## config.mk

```make
export PLATFORM = sky130hd
export DESIGN_NAME = efoot_trig
export DESIGN_NICKNAME = d
export VERILOG_FILES = /design/src/rtl/core/efoot_pkg.sv /design/src/rtl/core/efoot_trig.sv
export VERILOG_INCLUDE_DIRS = /design/src /design/src/rtl/core
export SDC_FILE = /design/constraint.sdc
export NUM_CORES = 2
export LEC_CHECK = 0
export ABC_AREA = 0
export CORE_MARGIN = 8
export CORE_UTILIZATION = 55
export DETAILED_ROUTE_END_ITERATION = 7
export DONT_BUFFER_PORTS = 1
export GPL_TIMING_DRIVEN = 0
export HOLD_SLACK_MARGIN = 0.1
export PLACE_DENSITY = 0.8
export SYNTH_ARGS = -nofsm -noshare
export SYNTH_HDL_FRONTEND = slang
export SYNTH_SLANG_ARGS = --single-unit
```

## constraint.sdc

```tcl
create_clock -name clk -period 33.8 [get_ports clk]
set_input_delay 3.38 -clock clk [delete_from_list [all_inputs] [get_ports clk]]
set_output_delay 3.38 -clock clk [all_outputs]
set_load 0.1 [all_outputs]
```

## src/rtl/core/elliptical_foot_trajectory_top_assert.svh

```systemverilog
// Assertion macros shared by the trajectory core.
`ifndef ELLIPTICAL_FOOT_TRAJECTORY_TOP_ASSERT_SVH
`define ELLIPTICAL_FOOT_TRAJECTORY_TOP_ASSERT_SVH
`ifndef NO_ASSERTIONS
`define ASSERT_IMPL(name, clk, rst, pre, post) \
  name: assert property (@(posedge clk) disable iff (rst) (pre) |-> (post)) \
    else $error("same-cycle check failed");
`define ASSERT_NEXT(name, clk, rst, pre, post) \
  name: assert property (@(posedge clk) disable iff (rst) (pre) |=> (post)) \
    else $error("next-cycle check failed");
`else
`define ASSERT_IMPL(name, clk, rst, pre, post)
`define ASSERT_NEXT(name, clk, rst, pre, post)
`endif
`endif

```

## src/rtl/core/efoot_pkg.sv

```systemverilog
package efoot_pkg;

  localparam int PHASE_W = 19;
  localparam int SUM_W   = PHASE_W + 1;
  localparam int ANG_W   = 32;
  localparam int DIV_INT_STEPS  = SUM_W;
  localparam int DIV_FULL_STEPS = SUM_W + ANG_W;

  localparam int LEGS             = 4;
  localparam int ABDUCTION_OFFSET = 1573;

  localparam logic [31:0] Q30_ONE = 32'h4000_0000;
  localparam logic [31:0] SIN_C1  = 32'd1686629713;
  localparam logic [31:0] SIN_C3  = 32'd693598669;
  localparam logic [31:0] SIN_C5  = 32'd85569305;
  localparam logic [31:0] SIN_C7  = 32'd5026995;
  localparam logic [31:0] SIN_C9  = 32'd172272;
  localparam logic [31:0] SIN_C11 = 32'd3864;

  typedef enum logic [2:0] {
    REG_WALK_HEIGHT  = 3'd0,
    REG_SWING_HEIGHT = 3'd1,
    REG_HALF_POINTS  = 3'd2,
    REG_PHASE_STEP   = 3'd3,
    REG_OFFSET_FR    = 3'd4,
    REG_OFFSET_FL    = 3'd5,
    REG_OFFSET_BR    = 3'd6,
    REG_OFFSET_BL    = 3'd7
  } reg_idx_t;

  typedef struct packed {
    logic busy;
    logic done;
  } unit_stat_t;

  // Horner coefficient used at steps 2 to 6 of the sine sequencer (C9 down to C1)
  function automatic logic [31:0] poly_coef(input logic [2:0] k);
    logic [31:0] c;
    case (k)
      3'd2:    c = SIN_C9;
      3'd3:    c = SIN_C7;
      3'd4:    c = SIN_C5;
      3'd5:    c = SIN_C3;
      3'd6:    c = SIN_C1;
      default: c = 32'd0;
    endcase
    return c;
  endfunction

  function automatic logic [17:0] sat18(input logic signed [21:0] v);
    logic [17:0] o;
    if (v > 22'sd131071) begin
      o = 18'h1FFFF;
    end else if (v < -22'sd131072) begin
      o = 18'h20000;
    end else begin
      o = v[17:0];
    end
    return o;
  endfunction

endpackage

```

## src/rtl/core/efoot_trig.sv

```systemverilog
// Sine of a 32-bit angle: quarter-wave fold, then Horner steps of an odd
// polynomial on one shared 32x32 multiplier, one product per cycle.
module efoot_trig (
  input  logic                     clk,
  input  logic                     rst,
  input  logic                     start,
  input  logic [31:0]              ang,
  output efoot_pkg::unit_stat_t    stat,
  output logic signed [31:0]       sin_val
);

  logic [2:0]  k;
  logic        busy;
  logic        done;
  logic [30:0] r;
  logic [30:0] s;
  logic        neg;
  logic [63:0] prod;
  logic [63:0] prod_next;
  logic [31:0] acc;
  logic [31:0] ma;
  logic [31:0] mb;
  logic [31:0] res;

  always_comb begin
    acc = efoot_pkg::poly_coef(k) - prod[61:30];
    case (k)
      3'd0: begin
        ma = {1'b0, r};
        mb = {1'b0, r};
      end
      3'd1: begin
        ma = efoot_pkg::SIN_C11;
        mb = prod[61:30];
      end
      3'd2, 3'd3, 3'd4, 3'd5: begin
        ma = acc;
        mb = {1'b0, s};
      end
      3'd6: begin
        ma = acc;
        mb = {1'b0, r};
      end
      default: begin
        ma = '0;
        mb = '0;
      end
    endcase
    prod_next = ma * mb;
    res = (prod[63:30] > {2'b00, efoot_pkg::Q30_ONE}) ? efoot_pkg::Q30_ONE : prod[61:30];
  end

  always_ff @(posedge clk) begin
    if (rst) begin
      busy <= 1'b0;
      done <= 1'b0;
    end else begin
      done <= !start && busy && k == 3'd7;
      if (start) begin
        busy <= 1'b1;
      end else if (busy && k == 3'd7) begin
        busy <= 1'b0;
      end
    end
  end

  always_ff @(posedge clk) begin
    if (start) begin
      k   <= '0;
      neg <= ang[31];
      // odd quadrants run the quarter wave backwards
      r   <= ang[30] ? (efoot_pkg::Q30_ONE[30:0] - {1'b0, ang[29:0]}) : {1'b0, ang[29:0]};
    end else if (busy) begin
      k    <= k + 3'd1;
      prod <= prod_next;
      if (k == 3'd1) begin
        s <= prod[60:30];
      end
      if (k == 3'd7) begin
        sin_val <= neg ? -$signed(res) : $signed(res);
      end
    end
  end

  assign stat = '{busy: busy, done: done};

  `include "elliptical_foot_trajectory_top_assert.svh"

  `ASSERT_IMPL(a_sin_range, clk, rst, done, (sin_val <= 32'sh4000_0000) && (sin_val >= -32'sh4000_0000))
  `ASSERT_NEXT(a_done_ends_run, clk, rst, busy && k == 3'd7 && !start, !busy && done)
  `ASSERT_IMPL(a_idle_quiet, clk, rst, !busy, k == 3'd0 || done || k == 3'd7 || !done)

endmodule
```

==> qor.csv <==
stage;metric;value;unit
outcome;outcome;finished, violations left;
outcome;violations;capacitance limit, slew limit;
clock_tree;postCtsSetupBuffers;0;
floorplan;start_util;55.5;%
worst_setup_path;worstPathArrival;16570;ps
logic_synthesis;synth.largest_area_cell;fa_1;
route;viasPerCell;6.32;
final_layout;nNetsFinal;5930;
floorplan;core;0.0743;sq mm
place;place_congestion;1.10;
final_layout;fillers;6732;
sta;drv_slew;11;
logic_synthesis;async_reset_ff_share;0;%
clock_tree;clk_path_buf_depth;2;
worst_setup_path;cp_slowest_cell;clkbuf_1;
worst_setup_path;slowest_delay;980;ps
worst_setup_path;end_kind;flop;
global_route;grt_max_degree;38;
sta;whs;438;ps
clock_tree;cts_root_buf;clkbuf_16;
place;place_area;0.0427;sq mm
clock_tree;clkTransAtPathRegs;70;ps
place;hpwl;141;mm
worst_setup_path;r2r_cells;42;
sta;finalHoldViolCount;0;
route;post_drt_wl_per_cell;29.9;microns
sta;post-route-period-util;48.4;%
logic_synthesis;yosysWarnings;0;
clock_tree;cts_hold_buffers;0;
floorplan;design.portCount;69;
floorplan;die_area;0.0841;sq mm
route;first_iter_violations;4622;
sta;setup-violations-final;0;
min_path;hold_path_depth;0;
final_layout;drive_gt1_share;2.80;%
final_layout;area_delta_synth_final;5.18;%
clock_tree;worstSkewPairLatency;450;ps
floorplan;die_y;290;microns
logic_synthesis;synth-edff-count;129;
place;io_buffers;0;
logic_synthesis;synth_cell_types;85;
global_route;antenna_found_initial;6;
global_route;grt_pass1_wl;247;mm
logic_synthesis;syn-cell-area;0.0413;sq mm
logic_synthesis;synth_area_leaders;fa_1 (43%), edfxtp_1 (9.4%), ha_1 (8.9%);
sta;fin_tns_setup;0;ps
clock_tree;cts_resized;0;
clock_tree;cts_tree;built;
route;vias;36000;
clock_tree;clock-sinks;134;
logic_synthesis;synth_nets;5893;
floorplan;die_w;290;microns
route;postRouteAntennaNets;0;
worst_setup_path;path_class;flop to flop;
worst_setup_path;critPathRequiredTime;34000;ps
worst_setup_path;path_max_fanout;10;
global_route;grt_overflow;0;
sta;worst-slew-pin-transition;1510;ps
final_layout;fin_area;0.0434;sq mm
global_route;grt_pass1_vias;36600;
worst_setup_path;cp-start-kind;flop;
logic_synthesis;synth-seq-area-share;9.63;%
sta;rsz0062_at_grt;false;
sta;clock-skew-final;12.5;ps
route;dr.pass1.iters;7;
logic_synthesis;ys_seq_elements;134;
job;drv_cap;2;
final_layout;finish.utilization;58.4;%
logic_synthesis;syn-mean-instance-area;8.84;sq um
route;drc;0;
logic_synthesis;synth_ff_type;edfxtp_1;
clock_tree;h-tree-depth;4;
sta;maxSlewHeadroom;-0.477;%
logic_synthesis;synthTopCellsByCount;inv_1 (925), fa_1 (896), nand2_1 (676), nor2_1 (527), ha_1 (294);
min_path;hp-class;flop to flop;
logic_synthesis;synth_top_area_share;43.5;%
logic_synthesis;synth_most_common_cell;inv_1;
sta;max_freq;61.1;MHz
logic_synthesis;netlist_instances;4668;
clock_tree;cts-buffers-inserted;17;
sta;min_period;16380;ps
worst_setup_path;cpMostUsedCell;fa_1;
floorplan;num_rows;100;
route;drt_wl_total;170;mm
global_route;grtUsageTotal;40.4;%
## cell type report
cell class	count	area [sq um]	share of cell area, %
clock inverters	12	176	0.406
inverters	927	3480	8.02
plain buffers	261	1040	2.40
multi-input cells	3346	32900	75.7
well taps	969	1210	2.79
flip-flops and latches	134	3970	9.16
repair buffers	18	191	0.441
diodes	6	15.0	0.0346
clock buffers	20	457	1.05
## cells in the final DEF, fill, tap and decap left out, types with 47 or more instances in the layout
| master | instances |
|---|---|
| a21o_1 | 52 |
| a21oi_1 | 114 |
| and2_1 | 50 |
| clkbuf_1 | 223 |
| edfxtp_1 | 129 |
| fa_1 | 896 |
| ha_1 | 294 |
| inv_1 | 925 |
| nand2_1 | 676 |
| nand3_1 | 55 |
| nor2_1 | 527 |
| nor3_1 | 47 |
| o21ai_0 | 98 |
| xnor2_1 | 82 |
## stage by stage
step	setup slack, ps	instances
after global placement	17460	5637
final	17420	5693
after detailed placement	18350	5651
after global routing	17380	5687
after CTS	18320	5683
after floorplan	22840	4668
## worst max-delay path, delay by kind of cell (launching register included)
family                   cells  cell delay (ps)
AND/OR/NAND/NOR              6             1830
flip-flops                   1              430
adder cells (fa/ha/maj)     11             5570
XOR/XNOR                     2              210
AO/OA/AOI/OAI               12             4490
buffers and inverters       11             3530
## path summary, 6_finish.rpt
path,from,end,slack (ps)
worst max-delay path,k[0],prod[50],17420
worst min-delay path,prod[51],s[21],440
worst max register to register,k[0],prod[50],17420
worst min register to register,prod[51],s[21],440
## registers in the layout (all words and copies together), names as in the netlist
name	count
k	3
done	1
s	31
prod	34
neg	1
sin_val	32
r	31
busy	1
## cells by family (layout without fill, tap and decap cells)
group	Yosys count	count (layout)	share of synthesized area, %
fa+ha+maj	1191	1191	52.4
other cells	0	6	0
flops	134	134	9.63
xor+xnor	99	99	2.10
simple gates	1480	1480	15.0
compound gates	571	571	9.78
buf+inv	1188	1238	11.0
mux	5	5	0.121
## metal layers
layer	vias to the layer above	share of wire, %	track usage (%)
met3	692	14	13.6
met1	18000	35	49.7
met5	-	0.0065	0
met2	2699	42	59.2
met4	2	9.2	29.0
li1	14600	-	-
Power is not shown: default switching activity piles up to over one toggle a cycle in this logic, so the estimate is an artifact.
