==> config.mk <==
export PLATFORM = sky130hd
export DESIGN_NAME = efoot_div
export DESIGN_NICKNAME = d
export VERILOG_FILES = /design/src/rtl/core/elliptical_foot_trajectory_top_assert.svh /design/src/rtl/core/efoot_pkg.sv /design/src/rtl/core/efoot_div.sv
export SDC_FILE = /design/constraint.sdc
export NUM_CORES = 1
export LEC_CHECK = 0
export ABC_CLOCK_PERIOD_IN_PS = 3000
export BUFFER_PORTS_ARGS = -buffer_cell sky130_fd_sc_hd__buf_2
export CORE_UTILIZATION = 50
export CTS_CLUSTER_SIZE = 28
export DETAILED_ROUTE_END_ITERATION = 8
export PLACE_DENSITY = 0.81
export SETUP_SLACK_MARGIN = 0.3
export SLEW_MARGIN = 20
export SYNTH_ARGS = -nofsm -noshare
export SYNTH_HDL_FRONTEND = slang
export SYNTH_SLANG_ARGS = --single-unit
==> constraint.sdc <==
create_clock -name clk -period 3 [get_ports clk]
set_input_delay 0.6 -clock clk [delete_from_list [all_inputs] [get_ports clk]]
set_output_delay 0.6 -clock clk [all_outputs]
set_load 0.01 [all_outputs]
==> src/rtl/core/elliptical_foot_trajectory_top_assert.svh <==
// Assertion macros shared by the trajectory core.
`ifndef ELLIPTICAL_FOOT_TRAJECTORY_TOP_ASSERT_SVH
`define ELLIPTICAL_FOOT_TRAJECTORY_TOP_ASSERT_SVH
`ifndef NO_ASSERTIONS
`define ASSERT_IMPL(name, clk, rst, pre, post) \
  name: assert property (@(posedge clk) disable iff (rst) (pre) |-> (post)) \
    else $error("same-cycle check failed");
`define ASSERT_NEXT(name, clk, rst, pre, post) \
  name: assert property (@(posedge clk) disable iff (rst) (pre) |=> (post)) \
    else $error("next-cycle check failed");
`else
`define ASSERT_IMPL(name, clk, rst, pre, post)
`define ASSERT_NEXT(name, clk, rst, pre, post)
`endif
`endif

==> src/rtl/core/efoot_pkg.sv <==
package efoot_pkg;

  localparam int PHASE_W = 19;
  localparam int SUM_W   = PHASE_W + 1;
  localparam int ANG_W   = 32;
  localparam int DIV_INT_STEPS  = SUM_W;
  localparam int DIV_FULL_STEPS = SUM_W + ANG_W;

  localparam int LEGS             = 4;
  localparam int ABDUCTION_OFFSET = 1573;

  localparam logic [31:0] Q30_ONE = 32'h4000_0000;
  localparam logic [31:0] SIN_C1  = 32'd1686629713;
  localparam logic [31:0] SIN_C3  = 32'd693598669;
  localparam logic [31:0] SIN_C5  = 32'd85569305;
  localparam logic [31:0] SIN_C7  = 32'd5026995;
  localparam logic [31:0] SIN_C9  = 32'd172272;
  localparam logic [31:0] SIN_C11 = 32'd3864;

  typedef enum logic [2:0] {
    REG_WALK_HEIGHT  = 3'd0,
    REG_SWING_HEIGHT = 3'd1,
    REG_HALF_POINTS  = 3'd2,
    REG_PHASE_STEP   = 3'd3,
    REG_OFFSET_FR    = 3'd4,
    REG_OFFSET_FL    = 3'd5,
    REG_OFFSET_BR    = 3'd6,
    REG_OFFSET_BL    = 3'd7
  } reg_idx_t;

  typedef struct packed {
    logic busy;
    logic done;
  } unit_stat_t;

  // Horner coefficient used at steps 2 to 6 of the sine sequencer (C9 down to C1)
  function automatic logic [31:0] poly_coef(input logic [2:0] k);
    logic [31:0] c;
    case (k)
      3'd2:    c = SIN_C9;
      3'd3:    c = SIN_C7;
      3'd4:    c = SIN_C5;
      3'd5:    c = SIN_C3;
      3'd6:    c = SIN_C1;
      default: c = 32'd0;
    endcase
    return c;
  endfunction

  function automatic logic [17:0] sat18(input logic signed [21:0] v);
    logic [17:0] o;
    if (v > 22'sd131071) begin
      o = 18'h1FFFF;
    end else if (v < -22'sd131072) begin
      o = 18'h20000;
    end else begin
      o = v[17:0];
    end
    return o;
  endfunction

endpackage

==> src/rtl/core/efoot_div.sv <==
// Bit-serial restoring divider: integer steps give the remainder,
// optional fraction steps give 32 quotient bits of rem/divisor.
module efoot_div (
  input  logic                            clk,
  input  logic                            rst,
  input  logic                            start,
  input  logic                            frac,
  input  logic [efoot_pkg::SUM_W-1:0]     dividend,
  input  logic [efoot_pkg::PHASE_W-1:0]   divisor,
  output efoot_pkg::unit_stat_t           stat,
  output logic [efoot_pkg::PHASE_W-1:0]   rem_int,
  output logic [efoot_pkg::ANG_W-1:0]     quo
);

  logic [efoot_pkg::PHASE_W-1:0] rem;
  logic [efoot_pkg::SUM_W-1:0]   num;
  logic [5:0]                    cnt;
  logic                          busy;
  logic                          done;
  logic                          frac_mode;
  logic [efoot_pkg::SUM_W-1:0]   trial;
  logic [efoot_pkg::SUM_W-1:0]   rem_next;
  logic                          ge;
  logic                          last_int;
  logic                          last_all;

  always_comb begin
    trial    = {rem, num[efoot_pkg::SUM_W-1]};
    ge       = trial >= {1'b0, divisor};
    rem_next = ge ? (trial - {1'b0, divisor}) : trial;
    last_int = cnt == 6'(efoot_pkg::DIV_INT_STEPS - 1);
    last_all = cnt == 6'(efoot_pkg::DIV_FULL_STEPS - 1);
  end

  always_ff @(posedge clk) begin
    if (rst) begin
      busy <= 1'b0;
      done <= 1'b0;
    end else begin
      done <= !start && busy && ((last_int && !frac_mode) || last_all);
      if (start) begin
        busy <= 1'b1;
      end else if (busy && ((last_int && !frac_mode) || last_all)) begin
        busy <= 1'b0;
      end
    end
  end

  always_ff @(posedge clk) begin
    if (start) begin
      rem       <= '0;
      num       <= dividend;
      cnt       <= '0;
      quo       <= '0;
      frac_mode <= frac;
    end else if (busy) begin
      rem <= rem_next[efoot_pkg::PHASE_W-1:0];
      num <= {num[efoot_pkg::SUM_W-2:0], 1'b0};
      quo <= {quo[efoot_pkg::ANG_W-2:0], ge};
      cnt <= cnt + 6'd1;
      if (last_int) begin
        rem_int <= rem_next[efoot_pkg::PHASE_W-1:0];
      end
    end
  end

  assign stat = '{busy: busy, done: done};

endmodule

==> results of run 1 <==
==> registers in the layout (all words and copies together) (netlist names) <==
register   cells
done           1
frac_mode      1
num           20
rem           19
cnt            6
busy           1
quo           32
rem_int       19
==> worst max-delay path: stages (launching register included) <==
cell	delay, ns
edfxtp_1	0.43
inv_2	0.07
ha_4	0.17
fa_2	0.39
nand2b_4	0.17
a21oi_4	0.15
o21ai_2	0.09
o2111ai_2	0.10
and2_4	0.20
buf_4	0.17
mux2_2	0.35
a22o_1	0.20
==> final timing paths <==
path	start	to	cells after the start	slack, ns
worst max-delay path	num[19]$_DFFE_PP_	rem[7]$_SDFFE_PP0P_	11	0.43
worst max register to register	num[19]$_DFFE_PP_	rem[7]$_SDFFE_PP0P_	11	0.43
worst min register to register	quo[31]$_SDFFE_PP0P_	quo[31]$_SDFFE_PP0P_	2	0.50
worst min-delay path	rst	busy$_SDFFE_PP0P_	2	0.39
==> cells by family (layout without fill, tap and decap cells) <==
group           Yosys count  after routing  share of synthesized area [%]
simple gates            112            112                           10.1
flops                    99             99                           49.0
compound gates           88             88                           12.6
mux                      63             63                           14.2
buf+inv                  51            154                           5.02
fa+ha+maj                21             21                           5.56
xor+xnor                 19             19                           3.42
==> synth_stat cells (all sizes together), types with 2 or more instances <==
| master | n | area (µm²) |
|---|---|---|
| a32oi | 2 | 17.5 |
| and4 | 2 | 17.5 |
| xor2 | 7 | 61.3 |
| clkbuf | 13 | 50.0 |
| xnor2 | 12 | 105 |
| o211ai | 4 | 30.0 |
| a31oi | 3 | 18.8 |
| inv | 27 | 101 |
| o21ai | 10 | 57.6 |
| nor2b | 3 | 21.3 |
| nor2 | 63 | 236 |
| mux2i | 32 | 320 |
| dfxtp | 59 | 1180 |
| mux2 | 31 | 372 |
| nor3 | 2 | 10.0 |
| buf | 11 | 92.6 |
| nand2b | 8 | 50.1 |
| a22o | 10 | 87.6 |
| nand2 | 20 | 75.1 |
| a21oi | 30 | 161 |
| edfxtp | 40 | 1200 |
| a211o | 2 | 17.5 |
| nand4 | 5 | 31.3 |
| ha | 20 | 250 |
| o31ai | 2 | 15.0 |
| a21o | 6 | 45.0 |
| a211oi | 6 | 45.0 |
| nand3 | 6 | 30.0 |
| o21a | 5 | 37.5 |
| and2 | 2 | 12.5 |
==> cell type report <==
cell class / instances / area share [%]
sequential: 99 / 41.0
timing repair buffer: 111 / 10.5
multi-input combinational: 303 / 40.8
inverter: 27 / 1.74
clock inverter: 5 / 0.602
tap: 129 / 2.77
clock buffer: 11 / 2.62
==> metal layers <==
layer,global-route usage (%),part of all wire [%],up-vias
li1,-,-,1802
met5,0,0,-
met1,25.4,42,1737
met2,39.4,49,137
met3,5.76,7.3,20
met4,8.81,1.6,0
==> stage by stage <==
stage / setup WS (ns) / hold WS, ns / util, % / power [mW] / std cells
finish: 0.431 / 0.393 / 62.4 / 2.63 / 685
global route: 0.296 / 0.379 / 62.4 / 2.74 / 685
CTS: 0.338 / 0.381 / 62.0 / 2.65 / 681
detailed placement: 0.112 / 0.483 / 60.0 / 1.84 / 665
global placement: 0.172 / 0.471 / 60.0 / 1.83 / 665
floorplan: 0.270 / 0.462 / - / 1.75 / 453
==> power by group through the flow <==
stage                     Clock (mW)  Combinational, mW  Sequential, mW
after floorplan                    0              0.254            1.49
after global placement             0              0.326            1.50
after detailed placement           0              0.337            1.50
after CTS                      0.838              0.339            1.47
after global routing           0.890              0.376            1.48
final                          0.818              0.341            1.47
==> repair_timing <==
action                                  4_1_cts  5_1_grt
buffers inserted                              0        4
endpoints found under the setup margin        0       18
gates resized for setup                       0        3
hold buffers                                  0        0
==> out/metrics.yaml, run 1 <==
synth_ff_type: "dfxtp_1"
globalplace.congestion: 0.910
hold_viol_final: 0
synthArstFlopShare_pct: 0
max-slew-margin-rel_pct: 50.8
fmax_mhz: 389
cellInternalPower_mw: 1.96
slew_viol_final: 0
synthesis.area_um2: 4860
min_period_over_period_pct: 85.6
diodes: 0
critPathLaunchType: "flop"
dieArea_um2: 10100
min_period_ns: 2.57
worst_ir_drop_vdd_mv: 0.271
nFillCells: 791
avgSynthCellArea_um2: 10.7
num_vias: 3696
p_sw_share_pct: 25.6
p_sw_mw: 0.674
worstSetupEndpointType: "flop"
path_clk_slew_ns: 0.10
seq_area_frac_synth_pct: 49.0
grt.total_usage_pct: 22.2
grt_pass1_vias: 3784
row_count: 35
die_w_um: 101
syn_to_final_growth_pct: 19.7
p_per_area_nw_per_um2: 453
area.sequential_um2: 2380
drc_errors: 0
drive_above_1_share_pct: 33.3
cellLeakagePower_nw: 2.51
placed_area_um2: 5600
finalSetupViolCount: 0
die_h_um: 101
max_cap_violations: 0
status: "completed"
worstSetupPathType: "reg2reg"
dp.final_hpwl_um: 7810
ys_ff_latch: 99
dr.pass1.iters: 4
finalNetCount: 615
pwr-share-clk_pct: 31.1
grt_pass1_wl_um: 17400
cts_tree: "built"
cts_made_buffers: 9
mappedNetlistNets: 517
root_buffer: "clkbuf_8"
routed_via_density: 5.40
portBuffers: 95
routedWlPerCell_um: 15.5
multi_input_area_um2: 2380
tns_ns: 0
hp-class: "in2reg"
yosysUniqueCellTypes: 50
h-tree-depth: 3
antenna_found_initial: 0
clockBufferDepth: 2
rsz0062_at_grt: "true"
start_util_pct: 52.1
ant_nets: 0
critPathMaxFanout: 9
final_cell_area_um2: 5820
seq_power_share_pct: 56.0
fp.coreArea_um2: 9330
fin_skew_ns: 0.0100
layout_commonest_cell: "buf_2"
drt_iter0_markers: 153
final_cell_mix: "buf_2, nor2_1, dfxtp_1"
ios: 96
synth-edff-count: 40
netlist_instances: 453
tightest_slew_ns: 0.737
cp.required_ns: 3.27
cp.arrival_ns: 2.84
clkLatencyLatePin_ns: 0.37
ys.warnings.count: 0
wirelength_um: 10600
grt_max_degree: 33
combPwrFrac_pct: 12.9
clock-sinks: 99
gr-total-overflow: 0
Note: power is estimated with default switching activity, not from simulation.
==> run 2: changes to the inputs <==
ABC_AREA = 1   (was unset)
GPL_TIMING_DRIVEN = 0   (was unset)
==> run 2 against run 1 <==
  * Sequential power is essentially flat
  * Core utilization down 1.9 points
  * Clock power increased by 4.3%
  * Global-route usage is 1.4 points higher
  * Sequential share of layout area decreased by 0.66 points
  * Area after synthesis increased by 3.8%
  * Count of clock-buffer cells in the layout increased by 1
  * Register-to-register slack improved by 0.10 ns
  * Die area is 3.8% higher
  * Largest cell class unchanged
==> out/metrics.yaml, run 2 <==
holdBufCountCts: 0
worst_ir_drop_vdd_mv: 0.324
drive_above_1_share_pct: 19.6
rsz0062_at_grt: "false"
avgSynthCellArea_um2: 7.76
grt.total_usage_pct: 23.6
final_cell_mix: "nand2_1, inv_1, buf_2"
p_per_area_nw_per_um2: 427
clock-sinks: 99
rrSetupSlack_ns: 0.53
regMostFlops: "quo"
fin_util_pct: 60.5
max_cap_violations: 0
pwr-share-clk_pct: 33.8
min_period_ns: 2.47
fmax_mhz: 405
cellLeakagePower_nw: 2.96
synth_top_cell_by_area: "edfxtp_1"
final_cell_area_um2: 5910
grt_pass1_wl_um: 19000
start_util_pct: 51.6
ys_ff_latch: 99
row_count: 36
status: "completed"
p_sw_share_pct: 24.9
grt_max_degree: 30
fp.coreArea_um2: 9770
ant_nets: 0
clkLatencyLatePin_ns: 0.37
routed_via_density: 4.89
ios: 96
tightest_slew_ns: 0.633
dr.pass1.iters: 5
die_h_um: 102
clockBufferDepth: 2
hp-class: "in2reg"
synthArstFlopShare_pct: 0
cts_tree: "built"
synth_common_cells: "nand2_1, inv_1, dfxtp_1"
p_sw_mw: 0.628
crit-reg2reg-launch: "num[19]$_DFFE_PP_"
num_vias: 4376
seq_area_frac_synth_pct: 47.2
routedWlPerCell_um: 12.6
synth_ff_type: "dfxtp_1"
cp.arrival_ns: 2.60
cts_made_buffers: 9
antenna_found_initial: 0
min_period_over_period_pct: 82.2
layout_commonest_cell: "nand2_1"
root_buffer: "clkbuf_8"
rr_endpoint: "rem_int[13]$_DFFE_PP_"
dp.final_hpwl_um: 8620
reg2reg_depth: 13
cts_setup_buffers: 0
combPwrFrac_pct: 8.7
finalSetupViolCount: 0
wirelength_um: 11300
seq_power_share_pct: 57.4
gr-total-overflow: 0
drt_iter0_markers: 189
netlist_instances: 650
diodes: 0
hp-start: "rst"
synth-edff-count: 40
ys.warnings.count: 0
tns_ns: 0
die_w_um: 102
critPathLaunchType: "flop"
mappedNetlistNets: 714
worstSetupEndpointType: "flop"
syn_to_final_growth_pct: 17.1
synthesis.area_um2: 5050
hold_viol_final: 0
fin_skew_ns: 0.0101
whs_endpoint: "done$_SDFF_PP0_"
ctsResizeCount: 0
h-tree-depth: 3
largest_reg_flops: 32
critPathMaxFanout: 10
reg_top3: "quo x32, num x20"
placed_area_um2: 5720
yosysUniqueCellTypes: 38
synth_most_common_cell: "nand2_1"
dieArea_um2: 10500
path_clk_slew_ns: 0.09
p_total_mw: 2.52
netlist_top_cells_area: "edfxtp_1, dfxtp_1, nand2_1"
cp.required_ns: 3.13
whs_ns: 0.390
synth_top_area_share_pct: 23.8
portBuffers: 95
drc_errors: 0
min_path_cells: 2
slew_viol_final: 0
max-slew-margin-rel_pct: 57.8
worstSetupPathType: "reg2reg"
cellInternalPower_mw: 1.90
finalNetCount: 821
grt_pass1_vias: 4212
globalplace.congestion: 0.898
==> run 2: changes by cell type in the layout (fill, tap and decap cells not counted), moves of 13 or more <==
cell / delta
nand2_2: +16
mux2i_1: -32
mux2_2: -23
buf_4: -13
nor2_1: -35
o22ai_1: +31
nand2_1: +206
inv_1: +83
nand3_1: +26
==> run 2: power groups by stage <==
stage	Combinational, mW	Clock [mW]	Sequential [mW]
after floorplan	0.150	0	1.47
after global placement	0.214	0	1.48
after detailed placement	0.219	0	1.48
after CTS	0.221	0.867	1.45
after global routing	0.252	0.923	1.45
final	0.221	0.853	1.45
==> run 2: final cells by class <==
type	count	area, µm²
fillers	921	3860
flip-flops and latches	99	2380
multi-input cells	422	2140
repair buffers	96	490
inverters	109	412
clock buffers	12	166
well taps	133	166
plain buffers	20	124
clock inverters	4	28.8
==> run 2: worst max-delay path, cell delays in order (launching register included) <==
cell and delay [ns]:
edfxtp_1 0.40, inv_1 0.09, ha_1 0.23, fa_1 0.44
inv_1 0.09, nand3_1 0.06, nand3_1 0.10, nand2_1 0.09
nand3_2 0.08, nand2_2 0.06, nand2_4 0.13, buf_6 0.17
nand3_1 0.13, and2_1 0.17
==> run 2: how the worst max path moves through the flow <==
stage | start | end | slack (ns) | cells past startpoint
floorplan | divisor[0] | rem_int[17]$_DFFE_PP_ | 0.66 | 12
CTS | num[19]$_DFFE_PP_ | rem_int[14]$_DFFE_PP_ | 0.43 | 10
finish | num[19]$_DFFE_PP_ | rem_int[13]$_DFFE_PP_ | 0.53 | 13
detailed placement | divisor[0] | rem_int[14]$_DFFE_PP_ | 0.20 | 10
global placement | start | rem_int[1]$_DFFE_PP_ | -0.09 | 5
global route | num[19]$_DFFE_PP_ | rem_int[13]$_DFFE_PP_ | 0.36 | 13
==> run 2: layer usage <==
metal / GRT usage [%] / part of all wire [%]
met5: 0 / 0
met4: 10.3 / 2.1
met3: 4.58 / 6.4
met2: 40.9 / 49
met1: 28.3 / 43
==> run 2: logic make-up after synthesis <==
group / share of synthesized area (%)
AO/OA/AOI/OAI: 7.34
XOR/XNOR: 1.56
buffers and inverters: 10.6
adder cells (fa/ha/maj): 5.36
flip-flops: 47.2
AND/OR/NAND/NOR: 27.9
==> run 2: stage by stage <==
stage,instances,setup slack (ns)
floorplan,650,0.663
global placement,878,-0.0877
detailed placement,879,0.204
CTS,895,0.434
global route,895,0.359
finish,895,0.534
